`src/rtl/tpa_pkg.sv`:
```
// shared types and constants of the triangle primitive assembler
`default_nettype none
package tpa_pkg;

  localparam int unsigned FieldBits = 32;
  localparam int unsigned CfgIdxBits = 1;
  localparam int unsigned CfgDataBits = 2;

  localparam logic [CfgIdxBits-1:0] CfgTopology = 1'd0;
  localparam logic [CfgIdxBits-1:0] CfgUseIndex = 1'd1;

  typedef enum logic [1:0] {
    TopoList  = 2'd0,
    TopoStrip = 2'd1,
    TopoFan   = 2'd2
  } topo_e;

  typedef struct packed {
    topo_e topology;
    logic  use_index;
  } cfg_t;

  typedef struct packed {
    logic [FieldBits-1:0] vertex_index;
    logic                 last_vertex;
  } vtx_t;

  typedef struct packed {
    logic [FieldBits-1:0] corner_a;
    logic [FieldBits-1:0] corner_b;
    logic [FieldBits-1:0] corner_c;
    logic [FieldBits-1:0] triangle_number;
    logic                 triangle_valid;
    logic                 end_of_primitive;
  } res_t;

endpackage
`default_nettype wire

```
`src/rtl/tpa_vertex_if.sv`:
```
// vertex channel: valid, ready and one index item
`default_nettype none
interface tpa_vertex_if;
  logic                           valid;
  logic                           ready;
  logic [tpa_pkg::FieldBits-1:0]  vertex_index;
  logic                           last_vertex;

  modport source (output valid, output vertex_index, output last_vertex, input ready);
  modport sink (input valid, input vertex_index, input last_vertex, output ready);
endinterface
`default_nettype wire

```
`src/rtl/tpa_tri_if.sv`:
```
// triangle channel: valid, ready and one triangle result
`default_nettype none
interface tpa_tri_if;
  logic                           valid;
  logic                           ready;
  logic [tpa_pkg::FieldBits-1:0]  corner_a;
  logic [tpa_pkg::FieldBits-1:0]  corner_b;
  logic [tpa_pkg::FieldBits-1:0]  corner_c;
  logic [tpa_pkg::FieldBits-1:0]  triangle_number;
  logic                           triangle_valid;
  logic                           end_of_primitive;

  modport source (
    output valid, output corner_a, output corner_b, output corner_c,
    output triangle_number, output triangle_valid, output end_of_primitive,
    input ready
  );
  modport sink (
    input valid, input corner_a, input corner_b, input corner_c,
    input triangle_number, input triangle_valid, input end_of_primitive,
    output ready
  );
endinterface
`default_nettype wire

```
`src/rtl/tpa_in_stage.sv`:
```
// input register stage for incoming vertex transactions
`default_nettype none
module tpa_in_stage (
  input  wire logic       clk_i,
  input  wire logic       rst_ni,
  tpa_vertex_if.sink      vtx_i,
  input  wire logic       advance_i,
  output tpa_pkg::vtx_t   item_o,
  output logic            item_valid_o
);

  logic          valid_q;
  logic          valid_d;
  tpa_pkg::vtx_t item_q;
  logic          take;

  assign vtx_i.ready = !valid_q || advance_i;
  assign take        = vtx_i.valid && vtx_i.ready;

  always_comb begin
    valid_d = valid_q;
    if (take) begin
      valid_d = 1'b1;
    end else if (advance_i) begin
      valid_d = 1'b0;
    end
  end

  always_ff @(posedge clk_i or negedge rst_ni) begin
    if (!rst_ni) begin
      valid_q <= 1'b0;
    end else begin
      valid_q <= valid_d;
    end
  end

  always_ff @(posedge clk_i) begin
    if (take) begin
      item_q.vertex_index <= vtx_i.vertex_index;
      item_q.last_vertex  <= vtx_i.last_vertex;
    end
  end

  assign item_o       = item_q;
  assign item_valid_o = valid_q;

endmodule
`default_nettype wire

```
`src/rtl/tpa_core.sv`:
```
// assembly state, triangle forming logic and result register
`default_nettype none
module tpa_core #(
  parameter int unsigned INDEX_BITS = 32
) (
  input  wire logic          clk_i,
  input  wire logic          rst_ni,
  input  wire tpa_pkg::cfg_t cfg_i,
  input  wire tpa_pkg::vtx_t item_i,
  input  wire logic          item_valid_i,
  output logic               advance_o,
  tpa_tri_if.source          tri_o
);

  localparam int unsigned FB = tpa_pkg::FieldBits;

  logic [INDEX_BITS-1:0] anchor_q, anchor_d;
  logic [INDEX_BITS-1:0] older_q, older_d;
  logic [INDEX_BITS-1:0] prev_q, prev_d;
  logic [FB-1:0]         seen_q, seen_d;
  logic [FB-1:0]         emitted_q, emitted_d;
  // vertices_seen - 3*triangles_emitted and vertices_seen - triangles_emitted
  logic [FB-1:0]         phase_q, phase_d;
  logic [FB-1:0]         fill_q, fill_d;

  logic                  res_valid_q, res_valid_d;
  tpa_pkg::res_t         res_q, res_d;

  logic [INDEX_BITS-1:0] v;
  logic                  emit;
  logic                  produce;
  logic                  fill_ge2;
  logic [INDEX_BITS-1:0] ca, cb, cc;

  always_comb begin
    v        = cfg_i.use_index ? item_i.vertex_index[INDEX_BITS-1:0]
                               : seen_q[INDEX_BITS-1:0];
    fill_ge2 = |fill_q[FB-1:1];
    emit     = 1'b0;
    ca       = '0;
    cb       = '0;
    cc       = '0;
    anchor_d = anchor_q;
    older_d  = older_q;
    prev_d   = prev_q;

    case (cfg_i.topology)
      tpa_pkg::TopoStrip: begin
        emit    = fill_ge2;
        ca      = older_q;
        cb      = emitted_q[0] ? v : prev_q;
        cc      = emitted_q[0] ? prev_q : v;
        older_d = prev_q;
        prev_d  = v;
      end
      tpa_pkg::TopoFan: begin
        emit    = fill_ge2;
        ca      = anchor_q;
        cb      = prev_q;
        cc      = v;
        if (fill_q == '0) begin
          anchor_d = v;
        end
        older_d = prev_q;
        prev_d  = v;
      end
      default: begin
        ca = older_q;
        cb = prev_q;
        cc = v;
        if (phase_q == '0) begin
          older_d = v;
        end else if (phase_q == FB'(1)) begin
          prev_d = v;
        end else begin
          emit = 1'b1;
        end
      end
    endcase

    produce   = emit || item_i.last_vertex;
    advance_o = item_valid_i && (!res_valid_q || tri_o.ready || !produce);

    seen_d    = seen_q + FB'(1);
    emitted_d = emit ? emitted_q + FB'(1) : emitted_q;
    phase_d   = emit ? phase_q - FB'(2) : phase_q + FB'(1);
    fill_d    = emit ? fill_q : fill_q + FB'(1);

    if (item_i.last_vertex) begin
      anchor_d  = '0;
      older_d   = '0;
      prev_d    = '0;
      seen_d    = '0;
      emitted_d = '0;
      phase_d   = '0;
      fill_d    = '0;
    end

    res_d.corner_a         = emit ? FB'(ca) : '0;
    res_d.corner_b         = emit ? FB'(cb) : '0;
    res_d.corner_c         = emit ? FB'(cc) : '0;
    res_d.triangle_number  = emit ? emitted_q : '0;
    res_d.triangle_valid   = emit;
    res_d.end_of_primitive = item_i.last_vertex;

    res_valid_d = res_valid_q;
    if (advance_o && produce) begin
      res_valid_d = 1'b1;
    end else if (tri_o.ready) begin
      res_valid_d = 1'b0;
    end
  end

  always_ff @(posedge clk_i or negedge rst_ni) begin
    if (!rst_ni) begin
      anchor_q    <= '0;
      older_q     <= '0;
      prev_q      <= '0;
      seen_q      <= '0;
      emitted_q   <= '0;
      phase_q     <= '0;
      fill_q      <= '0;
      res_valid_q <= 1'b0;
    end else begin
      res_valid_q <= res_valid_d;
      if (advance_o) begin
        anchor_q  <= anchor_d;
        older_q   <= older_d;
        prev_q    <= prev_d;
        seen_q    <= seen_d;
        emitted_q <= emitted_d;
        phase_q   <= phase_d;
        fill_q    <= fill_d;
      end
    end
  end

  always_ff @(posedge clk_i) begin
    if (advance_o && produce) begin
      res_q <= res_d;
    end
  end

  assign tri_o.valid            = res_valid_q;
  assign tri_o.corner_a         = res_q.corner_a;
  assign tri_o.corner_b         = res_q.corner_b;
  assign tri_o.corner_c         = res_q.corner_c;
  assign tri_o.triangle_number  = res_q.triangle_number;
  assign tri_o.triangle_valid   = res_q.triangle_valid;
  assign tri_o.end_of_primitive = res_q.end_of_primitive;

endmodule
`default_nettype wire

```
`src/rtl/triangle_primitive_assembler.sv`:
```
// top level of the triangle primitive assembler
//
//   port        dir  handshake       carries
//   vtx_i       in   valid/ready     vertex_index, last_vertex
//   tri_o       out  valid/ready     corners a b c, triangle_number, flags
//   cfg_*_i     in   write enable    topology_mode (0), use_index_stream (1)
//
// one vertex transaction per cycle while a stalled result does not hold the core; the vertex sits in
// the input register and its result is loaded into the result register when the core advances
// reset clears all assembly state and the configuration (list, indexed)
// a stalled result holds the core only when the waiting vertex also yields a result
`default_nettype none
module triangle_primitive_assembler #(
  parameter int unsigned INDEX_BITS = 32
) (
  input  wire logic                              clk_i,
  input  wire logic                              rst_ni,
  tpa_vertex_if.sink                             vtx_i,
  tpa_tri_if.source                              tri_o,
  input  wire logic                              cfg_we_i,
  input  wire logic [tpa_pkg::CfgIdxBits-1:0]    cfg_idx_i,
  input  wire logic [tpa_pkg::CfgDataBits-1:0]   cfg_wdata_i
);

  tpa_pkg::cfg_t cfg_q;
  tpa_pkg::vtx_t item;
  logic          item_valid;
  logic          advance;

  always_ff @(posedge clk_i or negedge rst_ni) begin
    if (!rst_ni) begin
      cfg_q.topology  <= tpa_pkg::TopoList;
      cfg_q.use_index <= 1'b1;
    end else if (cfg_we_i) begin
      case (cfg_idx_i)
        tpa_pkg::CfgTopology: cfg_q.topology  <= tpa_pkg::topo_e'(cfg_wdata_i);
        tpa_pkg::CfgUseIndex: cfg_q.use_index <= cfg_wdata_i[0];
        default: ;
      endcase
    end
  end

  tpa_in_stage u_in_stage (
    .clk_i        (clk_i),
    .rst_ni       (rst_ni),
    .vtx_i        (vtx_i),
    .advance_i    (advance),
    .item_o       (item),
    .item_valid_o (item_valid)
  );

  tpa_core #(
    .INDEX_BITS (INDEX_BITS)
  ) u_core (
    .clk_i        (clk_i),
    .rst_ni       (rst_ni),
    .cfg_i        (cfg_q),
    .item_i       (item),
    .item_valid_i (item_valid),
    .advance_o    (advance),
    .tri_o        (tri_o)
  );

endmodule
`default_nettype wire

```
`src/flat_wrapper.sv`:
```
// flat-port wrapper written by rule: the top's interface ports become plain ports
module triangle_primitive_assembler_flat 
#(
  parameter int unsigned INDEX_BITS = 32
)
  (clk_i, rst_ni, cfg_we_i, cfg_idx_i, cfg_wdata_i, vtx_i_valid, vtx_i_vertex_index, vtx_i_last_vertex, vtx_i_ready, tri_o_valid, tri_o_corner_a, tri_o_corner_b, tri_o_corner_c, tri_o_triangle_number, tri_o_triangle_valid, tri_o_end_of_primitive, tri_o_ready);
  tpa_vertex_if vtx_i_i ();
  tpa_tri_if tri_o_i ();
  input  wire logic clk_i;
  input  wire logic rst_ni;
  input  wire logic cfg_we_i;
  input  wire logic [tpa_pkg::CfgIdxBits-1:0] cfg_idx_i;
  input  wire logic [tpa_pkg::CfgDataBits-1:0] cfg_wdata_i;
  input wire logic [$bits(vtx_i_i.valid)-1:0] vtx_i_valid;
  input wire logic [$bits(vtx_i_i.vertex_index)-1:0] vtx_i_vertex_index;
  input wire logic [$bits(vtx_i_i.last_vertex)-1:0] vtx_i_last_vertex;
  output wire logic [$bits(vtx_i_i.ready)-1:0] vtx_i_ready;
  output wire logic [$bits(tri_o_i.valid)-1:0] tri_o_valid;
  output wire logic [$bits(tri_o_i.corner_a)-1:0] tri_o_corner_a;
  output wire logic [$bits(tri_o_i.corner_b)-1:0] tri_o_corner_b;
  output wire logic [$bits(tri_o_i.corner_c)-1:0] tri_o_corner_c;
  output wire logic [$bits(tri_o_i.triangle_number)-1:0] tri_o_triangle_number;
  output wire logic [$bits(tri_o_i.triangle_valid)-1:0] tri_o_triangle_valid;
  output wire logic [$bits(tri_o_i.end_of_primitive)-1:0] tri_o_end_of_primitive;
  input wire logic [$bits(tri_o_i.ready)-1:0] tri_o_ready;
  assign vtx_i_i.valid = vtx_i_valid;
  assign vtx_i_i.vertex_index = vtx_i_vertex_index;
  assign vtx_i_i.last_vertex = vtx_i_last_vertex;
  assign vtx_i_ready = vtx_i_i.ready;
  assign tri_o_valid = tri_o_i.valid;
  assign tri_o_corner_a = tri_o_i.corner_a;
  assign tri_o_corner_b = tri_o_i.corner_b;
  assign tri_o_corner_c = tri_o_i.corner_c;
  assign tri_o_triangle_number = tri_o_i.triangle_number;
  assign tri_o_triangle_valid = tri_o_i.triangle_valid;
  assign tri_o_end_of_primitive = tri_o_i.end_of_primitive;
  assign tri_o_i.ready = tri_o_ready;
  triangle_primitive_assembler #(.INDEX_BITS(INDEX_BITS)) u_core (.clk_i(clk_i), .rst_ni(rst_ni), .vtx_i(vtx_i_i), .tri_o(tri_o_i), .cfg_we_i(cfg_we_i), .cfg_idx_i(cfg_idx_i), .cfg_wdata_i(cfg_wdata_i));
endmodule
```
`config.mk`:
```
export PLATFORM = sky130hd
export DESIGN_NAME = triangle_primitive_assembler_flat
export DESIGN_NICKNAME = d
export VERILOG_FILES = /design/src/rtl/tpa_pkg.sv /design/src/rtl/tpa_vertex_if.sv /design/src/rtl/tpa_tri_if.sv /design/src/rtl/tpa_in_stage.sv /design/src/rtl/tpa_core.sv /design/src/rtl/triangle_primitive_assembler.sv /design/src/flat_wrapper.sv
export SDC_FILE = /design/constraint.sdc
export NUM_CORES = 1
export LEC_CHECK = 0
export BUFFER_PORTS_ARGS = -buffer_cell sky130_fd_sc_hd__buf_2
export CORE_UTILIZATION = 45
export DETAILED_ROUTE_END_ITERATION = 10
export GPL_ROUTABILITY_DRIVEN = 1
export PLACE_DENSITY = 0.6
export SLEW_MARGIN = 20
export SYNTH_ARGS = -nofsm -noshare
export SYNTH_HDL_FRONTEND = slang
export SYNTH_SLANG_ARGS = --single-unit
```
`constraint.sdc`:
```
create_clock -name clk_i -period 13.4 [get_ports clk_i]
set_clock_uncertainty 0.15 [all_clocks]
set_input_delay 1.34 -clock clk_i [delete_from_list [all_inputs] [get_ports clk_i]]
set_output_delay 1.34 -clock clk_i [all_outputs]
set_load 0.05 [all_outputs]
```
### Word-level counts from Yosys, hierarchy flattened

Index checks and enable logic that the tools add are counted.

* bits in registers: 392
* bits in latches: 0
* memory bits (writable): 0
* bits in read-only memories: 0
* input port bits: 41
* output and inout port bits: 132
* logic and storage cells: 88
* memories kept: 0

* add/sub/neg operators: 5
* $mul: 0
* div/mod/pow operators: 0
* magnitude comparators: 0
* equal/unequal tests: 5
* shifts and indexed selects: 0
* muxes and demuxes: 30
* bitwise logic cells: 1
* reduce and logical (&&, ||, !) cells: 28

Operators with widths (count)
* $mux W32: 23
* $add A32 B1 Y32 const B: 4
* $logic_not A32 Y1: 2
* $eq A32 B1 Y1 const B: 1
* $sub A32 B2 Y32 const B: 1
* $reduce_or A31 Y1: 1
* $reduce_and A2 Y1: 5
* $reduce_bool A2 Y1: 5
* $mux W1: 7
* $reduce_and A3 Y1: 2
* $reduce_bool A3 Y1: 2
* $logic_or A1 B1 Y1: 4
* $logic_and A1 B1 Y1: 3
* $logic_not A1 Y1: 3
* $ne A3 B2 Y1 const B: 1
* $eq A2 B1 Y1 const B: 1
* $eq A2 B2 Y1 const B: 1
* $ne A2 B1 Y1 const B: 1
* $reduce_or A2 Y1: 1
* $not A1 Y1: 1

### Logic depth before layout (Yosys ltp)

* depth in word-level cells: 11
* mapped depth: 12
* gate-level depth less buffers: 10

### By module

A second synthesis with hierarchy kept.

* cells, all modules: 1765
* area, all modules: 18958.2 µm²

By module, submodules not included
* tpa_core: times used 1, cells each 1720, area each 17782.1 µm², seq. area each 9534.1 µm²
* tpa_in_stage: times used 1, cells each 37, area each 1044.8 µm², seq. area each 1016.0 µm²
* triangle_primitive_assembler: times used 1, cells each 8, area each 131.4 µm², seq. area each 76.3 µm²

### Least setup slack after synthesis

Ideal clock, no wire load.

* kind: reg-to-reg
* start: register u_core.u_core.phase_q[7]
* end: register u_core.u_core.res_q (netlist bit u_core.u_core.tri_o.corner_a[0]) (enable)
* library setup time: 1269 ps
* arrival time: 4463 ps
* required time: 11981 ps
* setup slack: 7517 ps
* stages on the path, launching flop included: 10
* path buffers: 2
* clock period less this slack: 5883 ps
* cell sequence: dfrtp_1 buf_2 or4_1 buf_2 nor4_4 nand4_2 nand2_2 inv_2 o21ai_2 clkinv_1

* longest elaborated chain between the ends: 9
* elaborated cells between the ends (all ways): 10
* those cells by class: 1 x eq/ne; 3 x mux; 6 x reduce/logical

Ends and longest elaborated chain
* from (decl): RTL line tpa_core.sv:23 `logic [FB-1:0] phase_q, phase_d;`
* from (signal assigned): RTL line tpa_core.sv:132 `phase_q <= phase_d;`
* $eq A32 B1 Y1: RTL line tpa_core.sv:73 `end else if (phase_q == FB'(1)) begin`
* $mux W1: RTL line tpa_core.sv:73
* $mux W1 *: RTL line tpa_core.sv:71 `if (phase_q == '0) begin`
* $mux W1 *: RTL line tpa_core.sv:47 `case (cfg_i.topology)`
* $logic_or A1 B1 Y1 *: RTL line tpa_core.sv:81 `produce = emit || item_i.last_vertex;`
* $logic_not A1 Y1: RTL line tpa_core.sv:82 `advance_o = item_valid_i && (!res_valid_q || tri_o.ready || !produce);`
* $logic_or A1 B1 Y1: RTL line tpa_core.sv:82
* $logic_and A1 B1 Y1: RTL line tpa_core.sv:82
* $logic_and A1 B1 Y1 *: RTL line tpa_core.sv:139 `if (advance_o && produce) begin`
* to (signal assigned): RTL line tpa_core.sv:140 `res_q <= res_d;`
* to (decl): RTL line tpa_core.sv:27 `tpa_pkg::res_t res_q, res_d;`

Mark *: on every way between the ends. The rest lies on a longest branch, timed or not.
A chain may end at the register's enable or synchronous reset.

### Final worst setup path

* start: register u_core.cfg_q[1] (netlist name)
* end: output vtx_i_ready

* longest elaborated chain between the ends: 8
* elaborated cells between the ends (all ways): 9
* those cells by class: 2 x eq/ne; 1 x mux; 6 x reduce/logical

Ends and longest elaborated chain
* from (decl): RTL line triangle_primitive_assembler.sv:25 `tpa_pkg::cfg_t cfg_q;`
* $eq A2 B2 Y1 or $eq A2 B1 Y1 (tied branches): RTL line tpa_core.sv:47
* $reduce_or A2 Y1 (no line) *
* $mux W1 *: RTL line tpa_core.sv:47
* $logic_or A1 B1 Y1 *: RTL line tpa_core.sv:81
* $logic_not A1 Y1 *: RTL line tpa_core.sv:82
* $logic_or A1 B1 Y1 *: RTL line tpa_core.sv:82
* $logic_and A1 B1 Y1 *: RTL line tpa_core.sv:82
* $logic_or A1 B1 Y1 *: RTL line tpa_in_stage.sv:17 `assign vtx_i.ready = !valid_q || advance_i;`
* to (decl): RTL line flat_wrapper.sv:17 `output wire logic [$bits(vtx_i_i.ready)-1:0] vtx_i_ready;`

Marked as above.

==> flow_summary_export.csv <==
group,metric,value,unit
run_status,status,"completed",
clock_tree,cts_made_buffers,43,
detailed_routing,drt-pass1-iter-count,7,
worst_setup_path,required,11910,ps
clock_tree,clkTransAtPathRegs,60,ps
timing,setup_violations,0,
detailed_routing,postRouteAntennaNets,0,
worst_setup_path,crit_path_cell_trace,"inv_1, ha_2, buf_4, o21a_1, nand4_2, buf_4, nand2_4, inv_2, o211ai_1, buf_2",
clock_tree,clkSinkCount,392,
cells_and_area,mostFrequentLayoutCells,"228 x dfrtp_1, 179 x nor2_1, 178 x nand2_1, 171 x buf_2, 163 x edfxtp_1",
worst_setup_path,arrival,3760,ps
timing,worst_slack,8150,ps
floorplan,initial_core_util,45.7,%
logic_synthesis,synth-seq-cells,392,
clock_tree,cts_hold_buf,0,
timing,drv_slew,0,
worst_setup_path,worst_path_most_repeated_cell,"buf_4",
detailed_routing,drc_errors,0,
detailed_routing,routed_wl,49200,um
worst_setup_path,critPathSlowestCell,"buf_4",
floorplan,fp.dieW,208,um
cells_and_area,syn_to_final_growth,13.5,%
grt,grt_pass1_wl,78500,um
logic_synthesis,synth_warnings,0,
clock_tree,cts_tree,"built",
place,gp_congestion,0.858,
logic_synthesis,syn_nets,1861,
logic_synthesis,syn-instance-count,1809,
timing,max_slew_margin,28.2,%
worst_setup_path,crit_type,"register to primary output",
grt,grt_usage,22.6,%
detailed_routing,drt_iter0_drc,1235,
floorplan,core-area,41900,um2
power_and_ir_drop,p_leak,8.86,nW
clock_tree,post_cts_resized,0,
timing,holdWs,340,ps
logic_synthesis,syn-cell-area,19200,um2
worst_setup_path,critPathLaunchType,"register",
grt,antenna_found_initial,1,
power_and_ir_drop,peakVddDrop,0.0744,mV
timing,min_period,5250,ps
cells_and_area,final_area,21800,um2
grt,grt_overflow,0,
logic_synthesis,syn_avg_cell_area,10.6,um2
timing,setup_tns,0,ps
worst_setup_path,critical_path.max_stage_delay,610,ps
logic_synthesis,synth_flop_cell,"dfrtp_1",
cells_and_area,final_util,51.9,%
timing,hold_violations,0,
detailed_routing,avgRoutedWirePerCell,19.8,um
grt,grt_max_degree,147,
hold_path,hold_class,"register to register",
place,place_area,20400,um2
floorplan,dieArea,43400,um2
grt,grt_pass1_vias,14000,
run,maxCapViolCount,0,
floorplan,rows,75,
timing,finalCritPeriodShare,39.2,%
timing,rsz0062_at_grt,"no",
detailed_routing,via_per_inst,5.93,
place,dp_hpwl,30800,um
clock_tree,root_buffer,"clkbuf_16",
timing,fmax,190,MHz
worst_setup_path,crit_fanout,68,
clock_tree,cts_setup_buffers,0,
timing,worstMarginPinSlew,1080,ps
detailed_routing,vias,14700,
place,io_buffers,172,
place,place_ws,8330,ps
worst_setup_path,crit_path_end_kind,"primary output",
clock_tree,insertion_delay,570,ps
cells_and_area,nets,1966,
cells_and_area,largest_reg_flops,33,
logic_synthesis,ys_seq_area_share,55.4,%
logic_synthesis,synthArstFlopShare,58.4,%
clock_tree,clockBufferDepth,3,
logic_synthesis,synth_cell_types,74,
floorplan,ios,173,
logic_synthesis,synth_edf_count,163,
cells_and_area,final_common_cell,"dfrtp_1",
cells_and_area,drive_gt1_share,16.8,%
clock_tree,htreeDepth,2,
cells_and_area,diodes,0,
floorplan,die_h,208,um
power_and_ir_drop,pwr_density_cell,171,nW/um2
## power breakdown
part	switching (mW)	internal [mW]	leakage (nW)	total [mW]
sequential	0.176	1.47	4.70	1.65
clock	0.480	0.687	0.687	1.17
combinational	0.622	0.279	3.48	0.901
total	1.28	2.44	8.86	3.71
## cell families after synthesis
logic type | Yosys count | synth area share (%)
buffers and inverters | 161 | 3.63
adder cells (fa/ha/maj) | 11 | 0.718
AND/OR/NAND/NOR | 673 | 17.5
flip-flops | 392 | 55.4
XOR/XNOR | 4 | 0.183
multiplexers | 112 | 6.08
AO/OA/AOI/OAI | 456 | 16.4
## cells in the mapped netlist (all sizes together) (11+ instances only)
| library cell | n | share of area (%) |
|---|---|---|
| o21ai | 102 | 2.7 |
| edfxtp | 163 | 26 |
| nand2 | 181 | 3.6 |
| dfrtp | 228 | 30 |
| a211oi | 100 | 3.9 |
| nor2b | 11 | 0.36 |
| and3 | 63 | 2.1 |
| nor3b | 11 | 0.43 |
| mux2i | 76 | 4.0 |
| mux2 | 36 | 2.1 |
| a21oi | 62 | 1.6 |
| inv | 24 | 0.47 |
| nor2 | 181 | 3.6 |
| or4 | 21 | 0.84 |
| a2111oi | 13 | 0.59 |
| o31ai | 47 | 1.9 |
| nor4 | 26 | 1.1 |
| nand4 | 37 | 1.2 |
| nand3 | 52 | 1.4 |
| o211ai | 11 | 0.43 |
| a211o | 12 | 0.55 |
| o22ai | 12 | 0.39 |
| or3 | 13 | 0.42 |
| clkbuf | 99 | 1.9 |
| and2 | 12 | 0.39 |
| nor3 | 32 | 0.84 |
| ha | 11 | 0.72 |
| buf | 37 | 1.2 |
| o2bb2ai | 33 | 1.5 |
| a31oi | 13 | 0.42 |
## cell type report
type | instances | area, um2
Multi-Input combinational cell | 1256 | 7910
Fill cell | 3711 | 20200
Timing Repair Buffer | 196 | 1080
Inverter | 25 | 96.3
Clock buffer | 58 | 1200
Sequential cell | 392 | 10600
Tap cell | 539 | 674
Clock inverter | 21 | 173
## metrics by stage
stage          std cells  total power, mW
6_report            2487             3.71
5_1_grt             2487             3.91
4_1_cts             2487             3.75
3_5_place_dp        2408             2.57
3_3_place_gp        2408             2.55
2_1_floorplan       1809             2.34
## metal layers
| layer | GRT usage (%) | vias up | share of wire, % |
|---|---|---|---|
| met5 | 0 | - | 0.026 |
| met2 | 35.2 | 389 | 46 |
| met4 | 6.31 | 2 | 2.0 |
| li1 | - | 7028 | - |
| met3 | 3.64 | 67 | 5.0 |
| met1 | 32.7 | 7257 | 47 |
## critical path: cells and delay by family, from the launching register on
kind	cells	cell delay [ps]
flip-flops	1	340
adder cells (fa/ha/maj)	1	300
AND/OR/NAND/NOR	2	410
buffers and inverters	5	1510
AO/OA/AOI/OAI	2	600
## worst paths after layout
check                                         startpoint                                to  slack [ps]  cells past startpoint
worst max-delay path                     u_core.cfg_q[1]                       vtx_i_ready        8150                     10
worst min-delay path            u_core.u_core.older_q[8]          u_core.u_core.older_q[8]         340                      1
worst max register to register           u_core.cfg_q[1]  u_core.u_core.tri_o.corner_b[19]        8370                     11
worst min register to register  u_core.u_core.older_q[8]          u_core.u_core.older_q[8]         340                      1
max in group asynchronous                         rst_ni        u_core.u_core.anchor_q[11]       11210                      2
min in group asynchronous                         rst_ni          u_core.u_core.phase_q[9]         610                      1
Power figures use the tool's default switching activity.
